<file path="src/rtl/core/u8icd_pkg.sv">
// Types, constants and lead byte helpers for the UTF-8 indexed character decoder.
package u8icd_pkg;

  localparam int CODE_W = 31;

  typedef logic [7:0]        byte_t;
  typedef logic [CODE_W-1:0] code_t;
  typedef logic [2:0]        count_t;

  // Lead bytes at or above this value stop the scan
  localparam byte_t LEAD_STOP_MIN = 8'hFE;
  localparam byte_t ZERO_BYTE     = 8'h00;
  // Payload bits of a continuation byte
  localparam logic [5:0] CONT_MASK = 6'h3F;
  // Payload bits of a lead byte before the length shift
  localparam logic [6:0] LEAD_MASK = 7'h7F;

  // Count the leading ones of a byte (seven or more reads as seven)
  function automatic count_t lead_ones(input byte_t b);
    count_t n;
    case (b) inside
      8'b0???????: n = 3'd0;
      8'b10??????: n = 3'd1;
      8'b110?????: n = 3'd2;
      8'b1110????: n = 3'd3;
      8'b11110???: n = 3'd4;
      8'b111110??: n = 3'd5;
      8'b1111110?: n = 3'd6;
      default:     n = 3'd7;
    endcase
    return n;
  endfunction

endpackage

</file>
<file path="src/rtl/core/utf8_indexed_char_decoder.sv">
// UTF-8 indexed character decoder: picks one character of a byte string by index.
//
// Input channel (in_valid/in_ready): one byte of a string per word, with
// end_of_string on the final byte. char_index is taken from the first word of
// each string. Bytes are decoded leniently: the leading ones of a lead byte
// give the length, continuation bytes are not checked, a stray continuation
// lead gives its low six bits. A zero lead byte or a lead of 0xFE/0xFF stops
// the scan for the rest of the string.
// Output channel (out_valid/out_ready): one word per string, found and
// code_point, shown in the cycle after the end_of_string word is accepted.
// Throughput is one word per cycle: each byte is decoded by a single pass of
// shift, mask and count logic into the state registers. The output register
// only blocks an end_of_string word while a previous result is still held;
// other bytes keep flowing while the receiver stalls.
// Reset clears the output valid and puts the decoder at the start of a string.
module utf8_indexed_char_decoder #(
  parameter int INDEX_WIDTH = 16
) (
  input  logic                  clk,
  input  logic                  rst,
  input  logic                  in_valid,
  output logic                  in_ready,
  input  u8icd_pkg::byte_t      data_byte,
  input  logic                  end_of_string,
  input  logic [15:0]           char_index,
  output logic                  out_valid,
  input  logic                  out_ready,
  output logic                  found,
  output u8icd_pkg::code_t      code_point
);
  import u8icd_pkg::*;

  localparam int IDX_KEEP = (INDEX_WIDTH < 16) ? INDEX_WIDTH : 16;

  typedef logic [INDEX_WIDTH-1:0] idx_t;

  // Decoder state
  logic   at_start;
  idx_t   target_position;
  idx_t   chars_seen;
  count_t bytes_remaining;
  code_t  partial_value;
  logic   scan_stopped;
  logic   hit_flag;
  code_t  hit_value;

  // Next state
  idx_t   target_position_next;
  idx_t   chars_seen_next;
  count_t bytes_remaining_next;
  code_t  partial_value_next;
  logic   scan_stopped_next;
  logic   hit_flag_next;
  code_t  hit_value_next;

  // Working values
  idx_t   cur_seen;
  count_t cur_rem;
  code_t  cur_part;
  logic   cur_stop;
  logic   cur_hit;
  code_t  cur_hv;
  count_t lead_n;
  logic   fin;
  code_t  fin_val;
  logic   accept;

  assign accept   = in_valid && in_ready;
  // Hold an end word only while a previous result waits
  assign in_ready = !out_valid || out_ready || !end_of_string;

  // Decode one byte
  always_comb begin
    target_position_next = at_start ? idx_t'(char_index[IDX_KEEP-1:0]) : target_position;
    cur_seen = at_start ? '0   : chars_seen;
    cur_rem  = at_start ? '0   : bytes_remaining;
    cur_part = at_start ? '0   : partial_value;
    cur_stop = at_start ? 1'b0 : scan_stopped;
    cur_hit  = at_start ? 1'b0 : hit_flag;
    cur_hv   = at_start ? '0   : hit_value;

    chars_seen_next      = cur_seen;
    bytes_remaining_next = cur_rem;
    partial_value_next   = cur_part;
    scan_stopped_next    = cur_stop;
    hit_flag_next        = cur_hit;
    hit_value_next       = cur_hv;
    lead_n  = lead_ones(data_byte);
    fin     = 1'b0;
    fin_val = '0;

    if (!cur_stop) begin
      if (cur_rem != 3'd0) begin
        // Append a continuation group
        partial_value_next   = {cur_part[CODE_W-7:0], data_byte[5:0] & CONT_MASK};
        bytes_remaining_next = 3'(cur_rem - 3'd1);
        if (cur_rem == 3'd1) begin
          fin     = 1'b1;
          fin_val = {cur_part[CODE_W-7:0], data_byte[5:0] & CONT_MASK};
        end
      end else if (data_byte == ZERO_BYTE || data_byte >= LEAD_STOP_MIN) begin
        scan_stopped_next = 1'b1;
      end else if (lead_n == 3'd0) begin
        fin     = 1'b1;
        fin_val = code_t'(data_byte);
      end else if (lead_n == 3'd1) begin
        fin     = 1'b1;
        fin_val = code_t'(data_byte[5:0] & CONT_MASK);
      end else begin
        // Open a multi-byte character
        partial_value_next   = code_t'(data_byte[6:0] & (LEAD_MASK >> lead_n));
        bytes_remaining_next = 3'(lead_n - 3'd1);
      end
    end

    // Close a character: keep it on a hit, else advance the count
    if (fin) begin
      if (cur_seen == target_position_next) begin
        hit_flag_next     = 1'b1;
        hit_value_next    = fin_val;
        scan_stopped_next = 1'b1;
      end else begin
        chars_seen_next = cur_seen + idx_t'(1);
      end
    end
  end

  // State registers
  always_ff @(posedge clk) begin
    if (rst) begin
      at_start        <= 1'b1;
      target_position <= '0;
      chars_seen      <= '0;
      bytes_remaining <= '0;
      partial_value   <= '0;
      scan_stopped    <= 1'b0;
      hit_flag        <= 1'b0;
      hit_value       <= '0;
    end else if (accept) begin
      at_start        <= end_of_string;
      target_position <= target_position_next;
      chars_seen      <= chars_seen_next;
      bytes_remaining <= bytes_remaining_next;
      partial_value   <= partial_value_next;
      scan_stopped    <= scan_stopped_next;
      hit_flag        <= hit_flag_next;
      hit_value       <= hit_value_next;
    end
  end

  // Output valid
  always_ff @(posedge clk) begin
    if (rst) begin
      out_valid <= 1'b0;
    end else if (accept && end_of_string) begin
      out_valid <= 1'b1;
    end else if (out_ready) begin
      out_valid <= 1'b0;
    end
  end

  // Output payload
  always_ff @(posedge clk) begin
    if (accept && end_of_string) begin
      found      <= hit_flag_next;
      code_point <= hit_flag_next ? hit_value_next : '0;
    end
  end

  // A result word always follows an accepted end word
  a_end_gives_result: assert property (@(posedge clk) disable iff (rst)
    accept && end_of_string |=> out_valid)
    else $error("no result after end of string");

  // Code point is zero unless the character was found
  a_zero_when_missing: assert property (@(posedge clk) disable iff (rst)
    out_valid && !found |-> code_point == '0)
    else $error("code point set without a hit");

  // The character count never passes the target
  a_count_bounded: assert property (@(posedge clk) disable iff (rst)
    chars_seen <= target_position)
    else $error("character count passed the target");

  // A hit always stops the scan
  a_hit_stops: assert property (@(posedge clk) disable iff (rst)
    hit_flag |-> scan_stopped)
    else $error("hit without stopped scan");

  // At most five continuation bytes are ever pending
  a_rem_bounded: assert property (@(posedge clk) disable iff (rst)
    bytes_remaining <= 3'd5)
    else $error("continuation count out of range");

endmodule
</file>
<file path="config.mk">
export PLATFORM = sky130hd
export DESIGN_NAME = utf8_indexed_char_decoder
export DESIGN_NICKNAME = d
export VERILOG_FILES = /design/src/rtl/core/u8icd_pkg.sv /design/src/rtl/core/utf8_indexed_char_decoder.sv
export SDC_FILE = /design/constraint.sdc
export NUM_CORES = 1
export LEC_CHECK = 0
export BUFFER_PORTS_ARGS = -buffer_cell sky130_fd_sc_hd__buf_2
export CAP_MARGIN = 20
export CORE_UTILIZATION = 50
export DETAILED_ROUTE_END_ITERATION = 6
export PLACE_DENSITY = 0.7
export SKIP_CTS_REPAIR_TIMING = 1
export SLEW_MARGIN = 20
export SYNTH_ARGS = -nofsm -noshare
export SYNTH_HDL_FRONTEND = slang
export SYNTH_SLANG_ARGS = --single-unit
</file>
<file path="constraint.sdc">
create_clock -name clk -period 3.3 [get_ports clk]
set_input_delay 0 -clock clk [delete_from_list [all_inputs] [get_ports clk]]
set_output_delay 0 -clock clk [all_outputs]
set_load 0.02 [all_outputs]
</file>
Word-level counts from Yosys, hierarchy flattened --
Cells that the tools add are included.
Word-level totals: output and inout port bits 34, logic and storage cells 86, input bits 29, register bits after elaboration 133
Cells by class: $lt $le $gt $ge 1, bitwise logic cells 1, eq/ne operators 9, multiplexer cells 49, shift-type cells 1, reduce and logical (&&, ||, !) cells 11, $add $sub $neg 3
Operator list (number):
- 31-bit 2-to-1 mux | 12
- 16-bit 2-to-1 mux | 4
- 3-bit 2-to-1 mux | 11
- 7-bit by 31-bit bitwise AND with 31-bit output | 1
- 7-bit by 3-bit >> shifter with 31-bit output, first input constant | 1
- 1-bit 2-to-1 mux | 18
- 16-bit by 1-bit adder with 16-bit output, second input constant | 1
- 16-bit equality test | 1
- 8-bit 2-to-1 mux | 2
- 8-bit >= comparator, second input constant | 1
- 8-bit zero test | 1
- 7-bit equality test, second input constant | 1
- 3-bit by 1-bit equality test with 1-bit output, second input constant | 2
- 6-bit equality test, second input constant | 1
- 6-bit 2-to-1 mux | 1
- 3-bit by 1-bit subtractor with 3-bit output, second input constant | 2
- 5-bit equality test, second input constant | 1
- 4-bit equality test, second input constant | 1
- 3-bit equality test, second input constant | 1
- 3-bit zero test | 1
- 1-bit logical OR | 3
- 3-bit nonzero test | 1
- 2-bit equality test, second input constant | 1
- 1-bit logical AND | 2
- other kinds (3) | 4

Longest topological paths before layout --
Gate-level depths: netlist of run 1.
word-level depth 16, mapped depth 14, depth with buffers taken out 12

Worst setup path after synthesis of run 1 --
OpenSTA, ideal clock, no wires.
path kind register -> register, from register at_start, to register code_point[9] (data pin), period minus slack after synthesis 2.828 ns, path slack 0.472 ns, data arrival time 2.560 ns, setup time 0.267 ns, stages on the path, launching flop included 13, path through dfxtp_1 -> inv_1 -> buf_1 -> nand2_1 -> ha_1 -> ha_1 -> nor4b_4 -> a41o_1 -> nand4_4 -> buf_2 -> buf_2 -> nand3_1 -> o21ai_0
On the way: longest elaborated chain between the ends 7, elaborated cells on any way between the ends 20
Ends and longest elaborated chain:
- start, declared | line utf8_indexed_char_decoder.sv:38 | logic at_start;
- start signal, assigned | line utf8_indexed_char_decoder.sv:140 | at_start <= end_of_string;
- 3-bit 2-to-1 mux | line utf8_indexed_char_decoder.sv:76 | cur_rem = at_start ? '0 : bytes_remaining;
- 3-bit by 1-bit equality test with 1-bit output | line utf8_indexed_char_decoder.sv:97 | if (cur_rem == 3'd1) begin
- 31-bit 2-to-1 mux | line utf8_indexed_char_decoder.sv:97
- 31-bit 2-to-1 mux | line utf8_indexed_char_decoder.sv:93 | if (cur_rem != 3'd0) begin
- 31-bit 2-to-1 mux | line utf8_indexed_char_decoder.sv:92 | if (!cur_stop) begin
- 31-bit 2-to-1 mux | line utf8_indexed_char_decoder.sv:118 | if (cur_seen == target_position_next) begin
- 31-bit 2-to-1 mux | line utf8_indexed_char_decoder.sv:117 | if (fin) begin
- end signal, assigned | line utf8_indexed_char_decoder.sv:166 | code_point <= hit_flag_next ? hit_value_next : '0;
- end, declared | line utf8_indexed_char_decoder.sv:29 | output u8icd_pkg::code_t code_point
Parallel ways exist; a longest one is shown, timed or not. A chain may end at the register's enable or synchronous reset.

Worst setup path after layout of run 1 --
from register at_start, to register code_point[10] (data pin)
Same word-level chain as after synthesis.

==> impl_metrics.yaml, run 1 <==
run_status:
  status: "completed"
clock_network:
  cts_buffer_depth: 2
  htreeDepth: 4
  cts.sinks: 127
  cts_buffers: 17
  root_buffer: "clkbuf_16"
  path_clk_slew_ps: 60
  cts_tree: "done"
  insertion_delay_ps: 420
global_route:
  busiest_layer: "met2"
  grt_max_degree: 42
  grt_usage: 0.2452
  met2_usage: 0.4224
  antenna_found_initial: 0
  grt_overflow: 0
  use_met3: 0.06147
  grt.met1_usage: 0.2884
  grt_pass1_vias: 5047
  grt_first_pass_wirelength_um: 24180
placement:
  place_congestion: 0.8737
  portBuffers: 62
  dp_hpwl_um: 9517
setup_path:
  worst_ep_required_time_ps: 3570
  crit_path_max_incr_delay_ps: 440
  reg2reg_depth: 10
  cp_cell_sequence: "inv_1 -> nand2_1 -> ha_1 -> ha_1 -> nor4b_4 -> a41o_1 -> nand4_4 -> buf_12 -> or2_0 -> a21oi_1"
  crit_slowest_cell: "nand4_4"
  path_class: "reg -> reg"
  worst-path-max-fanout: 39
  startpoint_type: "flip-flop"
  cpMostUsedCell: "ha_1"
  cp.arrival_ps: 3310
  crit_path_end_kind: "flip-flop"
yosys:
  synth_seq_area_share: 0.4864
  yosysMostFrequentCell: "dfxtp_1"
  synth_area_leaders: "dfxtp_1 32%, edfxtp_1 16%, a22o_1 7.0%"
  syn_avg_cell_area_um2: 9.372
  syn_nets: 665
  synth_warnings: 0
  synth-main-ff-cell: "dfxtp_1"
  netlist_top_cells_count: "95 x dfxtp_1, 93 x nand2_1, 47 x a22o_1"
  synth-seq-cells: 127
  synth_cell_types: 64
  synth_top_cell_area_share: 0.3231
  synth_top_area_cell: "dfxtp_1"
  netlist_instances: 628
  synth_edf_count: 32
  synth.cell_area_um2: 5886
  ys_async_sr_fraction: 0
timing:
  finalMaxSlewViolations: 0
  rsz0062_at_grt: "no"
  fmax_mhz: 329.4
  min_period_ps: 3036
  finalClockSkew_ps: 8.040
  finalSetupViolations: 0
  hold_viol: 0
  max_slew_margin: 0.3241
  finalSetupTns_ps: 0
  finalCritPeriodShare: 0.9199
  worst_pin_slew_ps: 1014
drt:
  drtIter0Drc: 358
  first_pass_iters: 5
  routed-via-count: 5205
  drc: 0
  ant_nets: 0
  wirelength_um: 14910
  routedWlPerCell_um: 17.25
  vias_per_cell: 6.024
die:
  start_util: 0.5133
  design.core.area_um2: 11470
  fp-row-count: 39
  die_height_um: 110.5
  die_x_um: 110.5
  ioPinCount: 63
  fp.dieArea_um2: 12210
finish:
  antenna_cells: 0
  fin_nets: 745
  syn2layout_area_growth_pct: 20.56
  final_util: 0.6188
  drive_above_1_share: 0.1859
worst_hold_path:
  hold_path_class: "in -> reg"
  holdPathStages: 3
power:
  power.density_nw_per_um2: 520.9
  power_leakage_uw: 0.002719
  ir_worst_vdd_mv: 0.5062
flow_run:
  maxCapViolCount: 0
==> worst max-delay path: cells and delay by family (launching register included) <==
family / cells / cell delay (ps)
DFF: 1 / 320
adders and majority gates: 2 / 460
AOI/OAI and AO/OA: 2 / 340
and+or+nand+nor: 4 / 1150
buffers and inverters: 2 / 610
==> registers in the layout (all words and copies together) (netlist names), 3 cells and up <==
| name | count |
|---|---|
| bytes_remaining | 3 |
| chars_seen | 16 |
| code_point | 31 |
| hit_value | 31 |
| partial_value | 25 |
| target_position | 16 |
==> cell families (layout without fill, tap and decap cells) <==
logic type,count (synthesis),in the layout,share of synthesized area
xor gates and xnor gates,4,4,0.005953
and+or+nand+nor,228,228,0.1969
buffers and inverters,68,161,0.05144
AOI/OAI and AO/OA,188,188,0.2328
DFF,127,127,0.4864
adders and majority gates,8,8,0.01701
muxes,5,5,0.009566
==> layer usage <==
layer | up-vias | part of all wire
li1 | 2487 | -
met1 | 2515 | 0.42
met2 | 169 | 0.51
met3 | 34 | 0.045
met4 | 0 | 0.028
met5 | - | 0
==> worst paths after layout <==
kind                       from            endpoint  slack (ps)
max                    at_start      code_point[10]         260
min                data_byte[3]       code_point[3]          20
max reg2reg            at_start      code_point[10]         260
min reg2reg  target_position[5]  target_position[5]         470
==> area by class of cell <==
type,instances,area [um^2]
clock inverters,10,86.33
repair buffers,103,693.2
inverters,26,97.59
well taps,143,178.9
multi-input cells,433,2723
flip-flops and latches,127,2863
clock buffers,22,454.2
fillers,955,4372
==> metrics by stage <==
stage	total power [uW]	cell area, um^2	hold slack (ps)	setup slack (ps)	std cells
after floorplan	1887	5886	125.5	472.2	628
after global placement	1974	6305	251.5	451.7	807
after detailed placement	1984	6305	258.3	298.7	807
after CTS	3690	6845	-182.3	279.5	839
after global routing	3818	7096	11.69	57.03	864
final	3696	7096	22.96	264.3	864
==> report_power, final <==
| part | total (uW) | switching [uW] | internal (uW) |
|---|---|---|---|
| Sequential | 1650 | 24.7 | 1630 |
| Combinational | 327 | 212 | 116 |
| Clock | 1710 | 664 | 1050 |
==> layout by cell type, fill, tap and decap left out, types with 3 or more instances in the layout <==
cell           Yosys  routed
dfxtp_1           95      95
nand2_1           93      93
buf_2              8      62
a22o_1            47      47
nand3_1           46      46
o21ai_0           41      41
a21oi_1           37      37
edfxtp_1          32      32
nor2_1            25      25
dlygate4sd3_1      0      25
inv_1             23      23
clkbuf_16          0      17
buf_4              0      15
and3_1            10      10
nor2b_1           11      10
nand4_1            8       8
a31oi_1            8       8
ha_1               8       8
nand2b_1           6       6
nor4_1             5       5
a41o_1             5       5
and2_1             5       5
mux2_2             5       5
a32o_1             5       5
a221oi_2           4       4
nor3_1             4       4
o31ai_1            4       4
or2_0              4       4
clkinv_2           0       4
clkbuf_1          23       4
inv_2              3       3
o22ai_1            3       3
o221a_2            3       3
xor2_1             3       3
a31o_2             3       3
a211oi_1           3       3
inv_4              0       3
No activity file was read; power rests on OpenSTA's default activity.
==> inputs of run 2 (changes only) <==
clock period = 3.6 ns   (was 3.3 ns; I/O delays follow)
==> run 2 against run 1 <==
Final cell count is 0.35% lower. Critical path type unchanged. Combinational power is 9.5% lower. Clock-buffer cell count is 5 lower. Clock skew is 1.5 ps lower. Core utilization is 0.13 points higher. Fmax is 0.87% lower.
==> impl_metrics.yaml, run 2 (synthesis gave the netlist of run 1 again) <==
die:
  fp-row-count: 39
  die_x_um: 110.5
  start_util: 0.5133
  die_height_um: 110.5
  ioPinCount: 63
  fp.dieArea_um2: 12210
  design.core.area_um2: 11470
timing:
  finalCritPeriodShare: 0.8507
  max_slew_margin: 0.3593
  hold_viol: 0
  finalClockSkew_ps: 6.551
  worst_pin_slew_ps: 961.1
  worst_hold_slack_ps: 154.5
  fmax_mhz: 326.5
  finalMaxSlewViolations: 0
  min_period_ps: 3062
  rsz0062_at_grt: "no"
  finalSetupViolations: 0
  finalSetupTns_ps: 0
clock_network:
  path_clk_slew_ps: 60
  cts_buffers: 17
  htreeDepth: 4
  cts.sinks: 127
  root_buffer: "clkbuf_16"
  insertion_delay_ps: 410
  cts_buffer_depth: 2
  cts_tree: "done"
power:
  p_switching_uw: 875.0
  power_leakage_uw: 0.002705
  clockPowerShare: 0.483
  ir_worst_vdd_mv: 0.3687
  finalPower_uw: 3500
  p_int_uw: 2625
  power.density_nw_per_um2: 492.2
  seqPwrFrac: 0.433
  switching_share: 0.2500
  p_comb_frac: 0.084
drt:
  vias_per_cell: 5.967
  first_pass_iters: 5
  routed-via-count: 5138
  drtIter0Drc: 380
  ant_nets: 0
  drc: 0
  routedWlPerCell_um: 16.86
  wirelength_um: 14520
setup_path:
  crit_path_max_incr_delay_ps: 610
  cp.arrival_ps: 3360
  worst_ep_required_time_ps: 3900
  worst-path-max-fanout: 28
  startpoint_type: "flip-flop"
  crit_slowest_cell: "o211a_1"
  path_class: "reg -> reg"
  crit_path_end_kind: "flip-flop"
  cp_cell_sequence: "inv_1 -> nand2_1 -> ha_1 -> ha_1 -> nor4b_4 -> buf_4 -> a41o_1 -> nand2_1 -> o211a_1 -> a22o_1"
placement:
  portBuffers: 62
  dp_hpwl_um: 9314
  place_congestion: 0.9076
  dp_cells: 804
global_route:
  grt_first_pass_wirelength_um: 23740
  grt_pass1_vias: 4887
  grt_usage: 0.2404
  grt_overflow: 0
  antenna_found_initial: 0
  grt_max_degree: 70
finish:
  drive_above_1_share: 0.1866
  layout_commonest_cell: "dfxtp_1"
  layout_common_cells: "95 x dfxtp_1, 93 x nand2_1, 62 x buf_2, 47 x a22o_1, 46 x nand3_1"
  fin_nets: 742
  final_util: 0.6201
  syn2layout_area_growth_pct: 20.81
  largestRegisters: "code_point (31), hit_value (31), partial_value (25)"
  antenna_cells: 0
  fin_cells: 861
  fillers: 941
run_status:
  status: "completed"
flow_run:
  maxCapViolCount: 0
worst_hold_path:
  hold_path_class: "in -> reg"
-- run 2: cell types whose count changed in the layout (fill, tap and decap cells not counted), sizes merged --
cell,delta
bufinv,+1
clkinv,-1
inv,+2
clkbuf,-5
clkinvlp,+3
buf,-3
-- run 2: final timing paths --
kind | startpoint | end | slack, ps | cells after the start
max | at_start | hit_value[29] | 540 | 10
min | rst | chars_seen[4] | 150 | 2
max reg2reg | at_start | hit_value[29] | 540 | 10
min reg2reg | target_position[5] | target_position[5] | 450 | 2
-- run 2: worst max-delay path: cells and delay by family, from the launching register on --
family	cells	cell delay [ps]
flops	1	360
simple gates	3	550
fa+ha+maj	2	450
buf+inv	2	400
compound gates	3	1180
-- run 2: through the flow --
stage / instance area [um^2] / setup slack, ps
2_1_floorplan: 5886 / 772.2
3_3_place_gp: 6270 / 730.4
3_5_place_dp: 6275 / 615.7
4_1_cts: 6860 / 553.8
5_1_grt: 7111 / 307.3
6_report: 7111 / 537.6
-- run 2: cell type report --
cell class              count  area (um^2)  share of cell area
clock buffers              17        425.4             0.05983
clock inverters            15        160.2             0.02252
inverters                  26        97.59             0.01373
multi-input cells         433         2728              0.3836
flip-flops and latches    127         2863              0.4026
well taps                 143        178.9             0.02516
repair buffers            100        658.1             0.09256
-- run 2: power groups by stage --
stage	registers [uW]	clock network, uW	logic (uW)
after floorplan	1550	0	175
after global placement	1540	0	263
after detailed placement	1540	0	271
after CTS	1510	1700	272
after global routing	1520	1770	323
final	1510	1690	296
-- run 2: per-layer routing --
metal,track usage,wire length [um]
met1,0.2967,6190
met5,0,0
met2,0.4000,7324
met4,0.1182,346
met3,0.04830,655
==> inputs of run 3 (changes only) <==
CORE_UTILIZATION = 63   (was 50)
PLACE_DENSITY = 0.85   (was 0.7)
==> run 3 against run 2 <==
Sequential cell count is the same. Power is 0.49% higher. First-iteration DRC count grew 26%. Hold slack worse by 150 ps. Via count up 4.9%. Clock skew is 7.6 ps higher. Die area shrank 20%. Sequential share of layout area rose by 0.16 points. Final area is 0.40% lower. Non-clock buffer count fell by 1. Critical endpoint is now code_point[23]. Largest cell class unchanged.
==> impl_metrics.yaml, run 3 (synthesis gave the netlist of run 1 again) <==
run_status:
  status: "completed"
power:
  seqPwrFrac: 0.431
  clockPowerShare: 0.483
  p_int_uw: 2592
  p_comb_frac: 0.086
  p_switching_uw: 924.8
  power_leakage_uw: 0.002723
  switching_share: 0.2629
  power.density_nw_per_um2: 496.6
  ir_worst_vdd_mv: 0.3967
  finalPower_uw: 3517
finish:
  fin_nets: 741
  drive_above_1_share: 0.1869
  syn2layout_area_growth_pct: 20.32
  design_area_um2: 7082
  antenna_cells: 0
  layout_commonest_cell: "dfxtp_1"
  final_util: 0.7965
  largestRegisters: "code_point (31), hit_value (31), partial_value (25)"
  layout_common_cells: "95 x dfxtp_1, 93 x nand2_1, 62 x buf_2, 47 x a22o_1, 46 x nand3_1"
  fillers: 523
global_route:
  antenna_found_initial: 0
  grt_first_pass_wirelength_um: 24590
  grt_pass1_vias: 5062
  grt_usage: 0.3212
  grt_max_degree: 42
  grt_overflow: 0
placement:
  place_congestion: 0.8819
  portBuffers: 62
  post_dp_cell_area_um2: 6231
  dp_hpwl_um: 9384
die:
  die_height_um: 98.66
  design.core.area_um2: 8891
  fp.dieArea_um2: 9733
  fp-row-count: 34
  start_util: 0.6620
  die_x_um: 98.66
  ioPinCount: 63
worst_hold_path:
  hold_path_class: "in -> reg"
  holdPathStages: 4
clock_network:
  insertion_delay_ps: 530
  cts_tree: "done"
  root_buffer: "clkbuf_8"
  cts.sinks: 127
  cts_buffer_depth: 2
  htreeDepth: 4
  path_clk_slew_ps: 60
  cts_buffers: 17
setup_path:
  crit_path_max_incr_delay_ps: 500
  crit_path_end_kind: "flip-flop"
  cp.arrival_ps: 3600
  startpoint_type: "flip-flop"
  worst_ep_required_time_ps: 3960
  crit_slowest_cell: "nor4b_4"
  cp_cell_sequence: "nor2b_1 -> inv_1 -> ha_1 -> nor4b_4 -> a41o_1 -> nand4_4 -> buf_12 -> or2_0 -> a21oi_1"
  path_class: "reg -> reg"
  worst-path-max-fanout: 36
  reg2reg_depth: 9
timing:
  fmax_mhz: 308.3
  max_slew_margin: 0.2922
  hold_viol: 0
  finalMaxSlewViolations: 0
  finalClockSkew_ps: 14.14
  worst_hold_slack_ps: 9.284
  rsz0062_at_grt: "no"
  finalSetupViolations: 0
  min_period_ps: 3243
  worst_pin_slew_ps: 1062
  finalSetupTns_ps: 0
  finalCritPeriodShare: 0.9010
drt:
  first_pass_iters: 5
  wirelength_um: 15630
  routed-via-count: 5389
  drc: 0
  routedWlPerCell_um: 18.95
  ant_nets: 0
  vias_per_cell: 6.532
  drtIter0Drc: 480
flow_run:
  maxCapViolCount: 0
[run 3: cell count changes in the layout (fill, tap and decap cells not counted), sizes merged]
cell,before,now
clkbuf,17,20
clkinvlp,3,0
inv,31,34
bufinv,2,0
buf,75,74
clkinv,5,4
[run 3: final timing paths]
check | end | slack [ps] | from
max | code_point[23] | 360 | at_start
min | chars_seen[10] | 9 | rst
max reg2reg | code_point[23] | 360 | at_start
min reg2reg | target_position[7] | 470 | target_position[7]
[run 3: metal layers]
layer,up-vias,GRT usage,part of all wire
li1,2476,-,-
met4,0,0.1424,0.024
met3,46,0.06950,0.076
met1,2569,0.4197,0.41
met2,298,0.5157,0.49
met5,-,0,0
[run 3: power groups by stage]
| stage | clock network [uW] | registers [uW] | logic (uW) |
|---|---|---|---|
| 4_1_cts | 1700 | 1520 | 271 |
| 6_report | 1700 | 1520 | 301 |
| 2_1_floorplan | 0 | 1550 | 175 |
| 3_5_place_dp | 0 | 1550 | 268 |
| 5_1_grt | 1780 | 1520 | 324 |
| 3_3_place_gp | 0 | 1540 | 260 |
[run 3: per-stage QoR]
step                worst slack [ps]  cells
floorplan                      772.2    628
global placement               696.6    768
CTS                            398.7    800
global route                   160.0    825
finish                         356.5    825
detailed placement             446.5    768
[run 3: layout make-up]
type	instances	area (um^2)	area share
timing repair buffer	99	663.1	0.09364
tap	108	135.1	0.01908
clock buffer	20	489.2	0.06908
sequential	127	2863	0.4042
clock inverter	12	106.4	0.01502
multi-input combinational	433	2728	0.3852
inverter	26	97.59	0.01378
[run 3: critical path, delay by kind of cell, from the launching register on]
family	cells	cell delay, ps
and+or+nand+nor	4	1510
buffers and inverters	2	490
AOI/OAI and AO/OA	2	440
DFF	1	380
adders and majority gates	1	240
